[src/rtl/cta_pkg.sv]
// Shared types, operation codes and calendar helpers for the calendar time adjuster.
// No dependencies; the core module imports this package.
package cta_pkg;

  // Operation codes carried in the func field
  typedef enum logic [2:0] {
    FUNC_LOAD   = 3'd0,
    FUNC_SECOND = 3'd1,
    FUNC_MINUTE = 3'd2,
    FUNC_HOUR   = 3'd3,
    FUNC_DAY    = 3'd4
  } func_t;

  // Sequencer states
  typedef enum logic [0:0] {
    ST_IDLE = 1'b0,
    ST_RUN  = 1'b1
  } state_t;

  // Field limits
  localparam logic [5:0] SEC_MAX    = 6'd59;
  localparam logic [5:0] MIN_MAX    = 6'd59;
  localparam logic [4:0] HOUR_MAX   = 5'd23;
  localparam logic [3:0] MONTH_MAX  = 4'd12;
  localparam logic [4:0] DAY_LONG   = 5'd31;
  localparam logic [4:0] DAY_SHORT  = 5'd30;
  localparam logic [4:0] FEB_LEAP   = 5'd29;
  localparam logic [4:0] FEB_COMMON = 5'd28;
  localparam logic [3:0] MONTH_FEB  = 4'd2;

  // Modular inverses of 25 and divisibility bounds for exact-division tests
  localparam logic [13:0] INV25_14  = 14'd7209;
  localparam logic [13:0] LIM25_14  = 14'd655;
  localparam logic [11:0] INV25_12  = 12'd3113;
  localparam logic [11:0] LIM25_12  = 12'd163;

  typedef struct packed {
    logic [2:0]         func;
    logic signed [15:0] amount;
    logic [5:0]         load_second;
    logic [5:0]         load_minute;
    logic [4:0]         load_hour;
    logic [4:0]         load_day;
    logic [3:0]         load_month;
    logic [15:0]        load_year;
  } in_t;

  typedef struct packed {
    logic [5:0]  second_out;
    logic [5:0]  minute_out;
    logic [4:0]  hour_out;
    logic [4:0]  day_out;
    logic [3:0]  month_out;
    logic [15:0] year_out;
  } out_t;

  // Gregorian leap test; divisibility by 25 via multiply by the inverse
  function automatic logic is_leap(input logic [15:0] y);
    logic [27:0] p100;
    logic [23:0] p400;
    logic        div100;
    logic        div400;
    p100   = 28'(y[15:2]) * 28'(INV25_14);
    p400   = 24'(y[15:4]) * 24'(INV25_12);
    div100 = (y[1:0] == 2'd0) && (p100[13:0] <= LIM25_14);
    div400 = (y[3:0] == 4'd0) && (p400[11:0] <= LIM25_12);
    return ((y[1:0] == 2'd0) && !div100) || div400;
  endfunction

  // Days in a month; months outside 1..12 have 30 days
  function automatic logic [4:0] month_len(input logic [3:0] mo, input logic leap);
    logic [4:0] len;
    case (mo)
      4'd2:                                    len = leap ? FEB_LEAP : FEB_COMMON;
      4'd1, 4'd3, 4'd5, 4'd7, 4'd8, 4'd10, 4'd12: len = DAY_LONG;
      default:                                 len = DAY_SHORT;
    endcase
    return len;
  endfunction

endpackage

[src/rtl/calendar_time_adjuster_core.sv]
// Calendar time adjuster core: holds date and time, loads it or steps it by a signed count.
// Depends on cta_pkg for payload types, operation codes and calendar helpers.
//
//  channel  | direction | handshake        | payload
//  ---------+-----------+------------------+-------------------------------
//  in       | input     | in_valid/in_stall| in_data  (cta_pkg::in_t)
//  out      | output    | out_valid/stall  | out_data (cta_pkg::out_t)
//
// After the transfer, a load passes its loaded fields to the output register; an add first makes
// |amount| unit steps, one unit step a cycle through the shared step unit (the carry
// chain second -> minute -> hour -> day/month/year settles within that cycle).
// One item is in work at a time; in_stall is high from transfer until the result
// enters the output register. out_stall holds the output register and, once the
// count is done, holds the sequencer too. Reset puts 00:00:00, day 1, month 1, year 0.
module calendar_time_adjuster_core (
  input  logic           clk,
  input  logic           rst_n,
  input  logic           in_valid,
  output logic           in_stall,
  input  cta_pkg::in_t   in_data,
  output logic           out_valid,
  input  logic           out_stall,
  output cta_pkg::out_t  out_data
);
  import cta_pkg::*;

  state_t      state_r, state_nxt;
  logic [15:0] count_r, count_nxt;
  logic [2:0]  unit_r, unit_nxt;
  logic        up_r, up_nxt;
  logic [5:0]  sec_r, sec_nxt;
  logic [5:0]  min_r, min_nxt;
  logic [4:0]  hour_r, hour_nxt;
  logic [4:0]  day_r, day_nxt;
  logic [3:0]  month_r, month_nxt;
  logic [15:0] year_r, year_nxt;
  logic        out_valid_r, out_valid_nxt;
  out_t        out_data_r, out_data_nxt;

  logic        accept;
  logic        out_free;
  logic [15:0] raw;
  logic [15:0] mag;
  logic        leap;
  logic        do_sec, do_min, do_hour, do_day;
  logic        wrap_sec, wrap_min, wrap_hour;
  logic [5:0]  st_sec, st_min;
  logic [4:0]  st_hour, st_day;
  logic [3:0]  st_month;
  logic [15:0] st_year;

  assign in_stall  = (state_r != ST_IDLE);
  assign accept    = in_valid && !in_stall;
  assign out_free  = !out_valid_r || !out_stall;
  assign out_valid = out_valid_r;
  assign out_data  = out_data_r;

  // Magnitude of the signed count
  assign raw = in_data.amount;
  assign mag = raw[15] ? (~raw + 16'd1) : raw;

  // Shared step unit: one unit step with carry or borrow into larger fields
  always_comb begin
    leap      = is_leap(year_r);
    st_sec    = sec_r;
    st_min    = min_r;
    st_hour   = hour_r;
    st_day    = day_r;
    st_month  = month_r;
    st_year   = year_r;
    wrap_sec  = up_r ? (sec_r >= SEC_MAX) : (sec_r == 6'd0);
    wrap_min  = up_r ? (min_r >= MIN_MAX) : (min_r == 6'd0);
    wrap_hour = up_r ? (hour_r >= HOUR_MAX) : (hour_r == 5'd0);
    do_sec    = (unit_r == FUNC_SECOND);
    do_min    = (unit_r == FUNC_MINUTE) || (do_sec && wrap_sec);
    do_hour   = (unit_r == FUNC_HOUR) || (do_min && wrap_min);
    do_day    = (unit_r == FUNC_DAY) || (do_hour && wrap_hour);
    if (do_sec) begin
      st_sec = up_r ? (wrap_sec ? 6'd0 : sec_r + 6'd1) : (wrap_sec ? SEC_MAX : sec_r - 6'd1);
    end
    if (do_min) begin
      st_min = up_r ? (wrap_min ? 6'd0 : min_r + 6'd1) : (wrap_min ? MIN_MAX : min_r - 6'd1);
    end
    if (do_hour) begin
      st_hour = up_r ? (wrap_hour ? 5'd0 : hour_r + 5'd1)
                     : (wrap_hour ? HOUR_MAX : hour_r - 5'd1);
    end
    if (do_day) begin
      if (up_r) begin
        if (day_r < month_len(month_r, leap)) begin
          st_day = day_r + 5'd1;
        end else if (month_r < MONTH_MAX) begin
          st_month = month_r + 4'd1;
          st_day   = 5'd1;
        end else begin
          st_month = 4'd1;
          st_day   = 5'd1;
          st_year  = year_r + 16'd1;
        end
      end else begin
        if (day_r > 5'd1) begin
          st_day = day_r - 5'd1;
        end else if (month_r > 4'd1) begin
          st_month = month_r - 4'd1;
          st_day   = month_len(month_r - 4'd1, leap);
        end else begin
          st_month = MONTH_MAX;
          st_day   = DAY_LONG;
          st_year  = year_r - 16'd1;
        end
      end
    end
  end

  // Sequencer: next state, counters, date fields and output register
  always_comb begin
    state_nxt     = state_r;
    count_nxt     = count_r;
    unit_nxt      = unit_r;
    up_nxt        = up_r;
    sec_nxt       = sec_r;
    min_nxt       = min_r;
    hour_nxt      = hour_r;
    day_nxt       = day_r;
    month_nxt     = month_r;
    year_nxt      = year_r;
    out_valid_nxt = out_valid_r && out_stall;
    out_data_nxt  = out_data_r;
    case (state_r)
      ST_IDLE: begin
        if (accept) begin
          state_nxt = ST_RUN;
          unit_nxt  = in_data.func;
          up_nxt    = !raw[15];
          if (in_data.func == FUNC_LOAD) begin
            count_nxt = 16'd0;
            sec_nxt   = in_data.load_second;
            min_nxt   = in_data.load_minute;
            hour_nxt  = in_data.load_hour;
            day_nxt   = in_data.load_day;
            month_nxt = in_data.load_month;
            year_nxt  = in_data.load_year;
          end else if (in_data.func inside {FUNC_SECOND, FUNC_MINUTE, FUNC_HOUR, FUNC_DAY}) begin
            count_nxt = mag;
          end else begin
            count_nxt = 16'd0;
          end
        end
      end
      ST_RUN: begin
        if (count_r != 16'd0) begin
          // advance one unit
          count_nxt = count_r - 16'd1;
          sec_nxt   = st_sec;
          min_nxt   = st_min;
          hour_nxt  = st_hour;
          day_nxt   = st_day;
          month_nxt = st_month;
          year_nxt  = st_year;
        end else if (out_free) begin
          // hand the result to the output register
          state_nxt                = ST_IDLE;
          out_valid_nxt            = 1'b1;
          out_data_nxt.second_out  = sec_r;
          out_data_nxt.minute_out  = min_r;
          out_data_nxt.hour_out    = hour_r;
          out_data_nxt.day_out     = day_r;
          out_data_nxt.month_out   = month_r;
          out_data_nxt.year_out    = year_r;
        end
      end
      default: state_nxt = ST_IDLE;
    endcase
  end

  // Control and date registers
  always_ff @(posedge clk) begin
    if (!rst_n) begin
      state_r     <= ST_IDLE;
      out_valid_r <= 1'b0;
      count_r     <= 16'd0;
      sec_r       <= 6'd0;
      min_r       <= 6'd0;
      hour_r      <= 5'd0;
      day_r       <= 5'd1;
      month_r     <= 4'd1;
      year_r      <= 16'd0;
    end else begin
      state_r     <= state_nxt;
      out_valid_r <= out_valid_nxt;
      count_r     <= count_nxt;
      sec_r       <= sec_nxt;
      min_r       <= min_nxt;
      hour_r      <= hour_nxt;
      day_r       <= day_nxt;
      month_r     <= month_nxt;
      year_r      <= year_nxt;
    end
  end

  // Payload registers
  always_ff @(posedge clk) begin
    unit_r     <= unit_nxt;
    up_r       <= up_nxt;
    out_data_r <= out_data_nxt;
  end

endmodule

[config.mk]
export PLATFORM = sky130hd
export DESIGN_NAME = calendar_time_adjuster_core
export DESIGN_NICKNAME = d
export VERILOG_FILES = /design/src/rtl/cta_pkg.sv /design/src/rtl/calendar_time_adjuster_core.sv
export SDC_FILE = /design/constraint.sdc
export NUM_CORES = 1
export LEC_CHECK = 0
export BUFFER_PORTS_ARGS = -buffer_cell sky130_fd_sc_hd__buf_4
export CORE_MARGIN = 2
export CORE_UTILIZATION = 30
export CTS_CLUSTER_SIZE = 14
export DETAILED_ROUTE_END_ITERATION = 10
export SYNTH_ARGS = -nofsm -noshare
export SYNTH_HDL_FRONTEND = slang
export SYNTH_SLANG_ARGS = --single-unit
[constraint.sdc]
create_clock -name clk -period 4.6 [get_ports clk]
set_clock_uncertainty 0.1 [all_clocks]
set_input_delay 0.92 -clock clk [delete_from_list [all_inputs] [get_ports clk]]
set_output_delay 0.92 -clock clk [all_outputs]
set_load 0.1 [all_outputs]
==> results by group, run 1 <==
Run status
  • Status: complete, no violations

Pwr
  • Sw Ratio: 0.4318
  • Total Power: 3.972 mW
  • Switch Pwr: 1.715 mW
  • Leakage: 4.403 nW
  • Seq pwr share: 0.310
  • Gate power share: 0.494
  • Pwr dens: 384.7 nW/um^2
  • Clock power frac: 0.197
  • Internal power: 2.257 mW
  • Worst vdd ir: 0.1774 mV

Synth
  • Mapped Area: 8592 sq um
  • Largest area contributor in the netlist: edfxtp_1
  • Register area share after synthesis: 0.3006
  • Most used DFF post-synth: dfxtp_1
  • #FFs+latches synth: ~110
  • Post-synth top area share: 0.1608
  • Yosys warnings: 0
  • Post-synthesis instance total: approximately 1,000
  • Number of synthesized flops with an enable pin: 46
  • Post-synth cell types: 73
  • Top cells by count, synth: nor2_1 (97), ha_1 (94), nand2_1 (77)
  • Most common cell in the synthesized netlist: nor2_1
  • Top cells by area, synth: edfxtp_1 (16%), dfxtp_1 (14%), ha_1 (14%)
  • FFs w/ async S/R, synth: 0
  • Syn Nets: 1,164
  • Avg Cell Area, Syn: between 8 and 9 sq um

Placement
  • DPL Wire Length: about 18,000 um
  • Gpl congestion: ~0.9
  • IO Port Bufs: roughly 110
  • DP Worst Slack: just under 0.03 ns

Timing
  • Worst-margin pin slew: slightly below 1 ns
  • Final worst-path cycle share: 0.9627
  • Final worst slack: 0.1718 ns
  • Fmax: 225.8 MHz
  • Setup TNS: 0 ns
  • Minimum clock period: 4.428 ns
  • Final Hold Viols: 0
  • Max_slew headroom: 0.3459
  • Min Hold Slack: 0.4101 ns
  • Final max-slew violation count: 0
  • Final Setup Violations: 0

Critical path
  • Worst R2R Setup Slack: 0.17 ns
  • WS Path Type: reg -> reg
  • Critical Path Sink Type: flop
  • CP max FO: 2
  • Crit path launch type: flop
  • Register-to-Register Path Depth: 14
  • Crit path arrival time: 4.58 ns
  • Required time of the critical path: roughly 4.8 ns

Layout
  • Fillers: approximately 2,900
  • Multi-input gate area in the final layout: 5675 sq um
  • Area growth, synth to finish: 20.15%
  • Share of cells above drive strength 1: 0.1790
  • Register area: around 2600 sq um
  • # nets final: 1,267
  • Final core utilization: 0.3686

Clocking
  • Clock-pin transition on the worst setup and hold timing paths: 0.08 ns
  • CTS H-tree lvls: 3
  • Hold_buf cts: 0
  • Longest Clk Path Bufs: 2
  • Cts bufs inserted: 9
  • # clock sinks: about 110
  • Worst-Skew Late Latency: between 0.3 and 0.4 ns
  • CTS tree: done
  • Clock root buffer: clkbuf_16

Detailed routing
  • DRC Markers: 0
  • Post-route antenna net violation count: 0
  • DR pass1 iterations: 5
  • Initial drt markers: 646
  • Drt wl/cell: between 15 and 20 um
  • Vias per cell: 5.189
  • Via count: 7,649
  • Routed WL: 23,960 um

Global route
  • Antenna violations before repair: 1
  • Grt total ovfl: 0
  • First-pass GRT wire length: 38,670 um
  • GR Util All Layers: 0.1584
  • Largest net degree at the start of global routing: 50
  • Vias in the first global route: approximately 7,400

Flow run
  • MaxCap Viol Count: 0

Floorplan
  • Die X: 173.2 um
  • Die Y: 173.2 um
  • # rows: between 60 and 70
  • Core Region: about 28,000 sq um
  • Initial Utilization: 0.3067
  • Ports: 109
  • Die area: 30,010 sq um

Min path
  • Hold Crit Depth: 2
  • Hold/Removal Path Class: reg -> reg
layout make-up:
| class | count | share of cell area |
|---|---|---|
| clock buffer | 9 | 0.02182 |
| antenna | 1 | 0.0002424 |
| inverter | 70 | 0.02545 |
| multi-input combinational | 766 | 0.5497 |
| timing repair buffer | 137 | 0.1004 |
| sequential | 106 | 0.2508 |
| clock inverter | 7 | 0.005817 |
| tap | 378 | 0.04581 |
power by group through the flow:
stage                     sequential (mW)  clock [mW]  combinational, mW
final                                1.23       0.782               1.96
after global routing                 1.25       0.835               2.18
after CTS                            1.23       0.805               1.88
after detailed placement             1.25           0               1.86
after global placement               1.24           0               1.85
after floorplan                      1.40           0               1.24
critical path, cell delays in order (launching register included):
cell	delay [ns]
dfxtp_1	0.32
ha_1	0.31
ha_1	0.30
ha_1	0.31
fa_1	0.54
ha_1	0.33
a211oi_1	0.34
nor2_1	0.12
o31a_1	0.30
o311a_1	0.34
o31ai_4	0.25
buf_4	0.16
a311oi_2	0.08
nor2_2	0.17
mux2_1	0.33
cell families (layout without fill, tap and decap cells):
kind of cell               after synthesis  in the layout  share of synthesized area
buffers and inverters                  115            223                    0.05315
adders and majority gates              112            112                     0.1788
AOI/OAI and AO/OA                      289            289                     0.2266
DFF                                    106            106                     0.3006
and+or+nand+nor                        293            293                     0.1602
xor gates and xnor gates                57             57                    0.06291
muxes                                   15             15                    0.01777
other                                    0              1                          0
worst paths after layout:
check,endpoint,start
worst max-delay path,month_r[0],year_r[6]
worst min-delay path,count_r[11],count_r[11]
worst max register to register,month_r[0],year_r[6]
worst min register to register,count_r[11],count_r[11]
through the flow:
step	std cells	instance area, sq um
after floorplan	987	8592
after global placement	1456	9905
after detailed placement	1456	9905
after CTS	1472	10190
after global routing	1474	10320
final	1474	10320
layer usage:
metal,vias to the layer above,wire [um],track usage
met5,-,0,0
met4,0,350,0.04555
met3,27,993,0.02237
met2,197,11100,0.2602
met1,3596,11520,0.2167
li1,3829,-,-
state kept, by name, summed over array words and instances (netlist names):
register   flops
count_r       16
year_r        16
in_stall       1
day_r          5
up_r           1
out_data      42
sec_r          6
min_r          6
month_r        4
out_valid      1
unit_r         3
hour_r         5
cells in the final DEF, fill, tap and decap left out, drive strengths merged, types with 10 or more instances in the layout:
master,n
buf,137
nor2,98
ha,94
nand2,80
inv,73
o21ai,65
a21oi,60
dfxtp,60
edfxtp,46
xnor2,31
a211oi,31
nand3,27
nor3,26
xor2,23
fa,18
mux2i,13
a22oi,13
o211ai,11
a31oi,11
o31ai,11
a21o,10
and3,10
timing repair:
action                                  CTS  global route
setup buffers                             0             1
endpoints found under the setup margin    0            12
gates resized for setup                   0            27
(Power assumes the default switching activity.)
==> run 2, diff against run 1 <==
Settings changed: REMOVE_ABC_BUFFERS from default to 1.
==> run 2 against run 1 <==
Compared with the run above:
- register-to-register slack about the same
- die area unchanged
- critical endpoint unchanged
- critical path depth rose by 2
- largest power group unchanged
- core utilization down 0.34 points
- first-iteration DRC count down 20%
- worst hold slack better by 0.0077 ns
- via count hardly changed
- sequential power hardly changed
- count of clock-buffer cells in the layout increased by 1
- routed wire length increased by 1.5%
- clock power hardly changed
- cell count shrank 0.41%
==> results by group, run 2 (synthesized netlist as in run 1, its figures left out) <==
Layout
  • Commonest cells after routing, fill and taps aside: buf_4 (132), nor2_1 (97), ha_1 (89)
  • Area growth, synth to finish: 19.06%
  • Commonest non-fill, non-tap cell in the layout: buf_4
  • Final std cells w/o fill: 1,468
  • # nets final: between 1,000 and 1,500
  • Final Cell Area: 10,230 sq um
  • Inserted Diodes: 0
  • Largest register FFs: between 40 and 50
  • Share of cells above drive strength 1: 0.1661

Critical path
  • Required time of the critical path: 4.76 ns
  • Crit path launch type: flop
  • WS Path Type: reg -> reg
  • Crit path arrival time: 4.57 ns
  • Critical Path Sink Type: flop
  • CP max FO: 5

Global route
  • Antenna violations before repair: 0
  • Grt total ovfl: 0
  • Vias in the first global route: 7,292
  • GR Util All Layers: 0.1609
  • Largest net degree at the start of global routing: 50
  • First-pass GRT wire length: 39,090 um

Flow run
  • MaxCap Viol Count: 0

Detailed routing
  • DR pass1 iterations: 5
  • Drt wl/cell: 16.57 um
  • Initial drt markers: 515
  • Routed WL: about 24,000 um
  • Via count: between 7,000 and 8,000
  • Vias per cell: about 5.2
  • DRC Markers: 0
  • Post-route antenna net violation count: 0

Floorplan
  • Core Region: 28,010 sq um
  • Die Y: around 170 um
  • # rows: 61
  • Die X: 173.2 um
  • Ports: 109
  • Die area: around 30,000 sq um
  • Initial Utilization: 0.3067

Placement
  • Dpl cells: 1,451
  • DP Worst Slack: -0.06240 ns
  • Gpl congestion: roughly 0.83
  • DP Area: about 9900 sq um
  • DPL Wire Length: 18,060 um
  • IO Port Bufs: 108

Run status
  • Status: complete, no violations

Timing
  • Final max-slew violation count: 0
  • Final Hold Viols: 0
  • Final worst slack: approximately 0.18 ns
  • Worst-margin pin slew: 0.9832 ns
  • Fmax: 226.4 MHz
  • Final worst-path cycle share: 0.9601
  • Max_slew headroom: 0.3445
  • Setup TNS: 0 ns
  • Final Setup Violations: 0
  • Minimum clock period: 4.416 ns
  • RSZ-0062 raised after global routing: false

Pwr
  • Worst vdd ir: roughly 0.26 mV
  • Leakage: 4.368 nW
  • Total Power: 3.914 mW
  • Pwr dens: approximately 380 nW/um^2

Clocking
  • CTS tree: done
  • # clock sinks: 106
  • CTS H-tree lvls: 3
  • Longest Clk Path Bufs: 2
  • Cts bufs inserted: 9
  • Clock-pin transition on the worst setup and hold timing paths: roughly 0.080 ns
  • Worst-Skew Late Latency: 0.37 ns
  • Clock root buffer: clkbuf_16

Min path
  • Hold/Removal Path Class: reg -> reg
[run 2: path summary, 6_finish.rpt]
check,from,endpoint,slack (ns),depth (start not counted)
worst max-delay path,year_r[2],month_r[0],0.18,16
worst min-delay path,sec_r[5],out_data[41],0.42,0
worst max register to register,year_r[2],month_r[0],0.18,16
worst min register to register,sec_r[5],out_data[41],0.42,0
[run 2: per-stage QoR]
| step | hold WS (ns) | utilization |
|---|---|---|
| after floorplan | 0.3447 | - |
| after global placement | 0.3976 | 0.3523 |
| after detailed placement | 0.3890 | 0.3523 |
| after CTS | 0.4107 | 0.3630 |
| after global routing | 0.4309 | 0.3652 |
| final | 0.4178 | 0.3652 |
[run 2: layer usage]
layer | track usage | up-vias | routed length (um)
li1 | - | 3811 | -
met1 | 0.2165 | 3611 | 11250
met2 | 0.2663 | 210 | 11380
met3 | 0.02390 | 19 | 1216
met4 | 0.04944 | 0 | 471
met5 | 0 | - | 0
[run 2: final cells by class]
| cell class | instances | area, sq um |
|---|---|---|
| multi-input cells | 766 | 5628 |
| clock inverters | 6 | 60.06 |
| well taps | 378 | 473.0 |
| fillers | 2869 | 17780 |
| inverters | 70 | 262.8 |
| flip-flops and latches | 106 | 2586 |
| clock buffers | 10 | 229.0 |
| repair buffers | 132 | 991.0 |
[run 2: worst max-delay path: stages (launching register included)]
cell and delay [ns]:
dfxtp_1 0.33, fa_1 0.54, ha_1 0.22, ha_1 0.27
inv_1 0.05, fa_1 0.50, fa_1 0.54, inv_1 0.07
ha_4 0.26, xor2_1 0.14, o21ai_0 0.16, o2111ai_1 0.19
o31ai_2 0.24, buf_4 0.16, a311oi_1 0.08, nor2_2 0.17
mux2_1 0.32
[run 2: timing repair]
action	4_1_cts	5_1_grt
resized for setup	1	11
setup endpoints to repair	3	8
setup buffers	0	1
hold buffers	0	0
pin swaps	0	5
[run 2: power breakdown]
part	total [mW]	internal (mW)	switching, mW
clock network	0.780	0.381	0.399
registers	1.23	1.10	0.126
logic	1.91	0.749	1.16
total	3.91	2.23	1.68
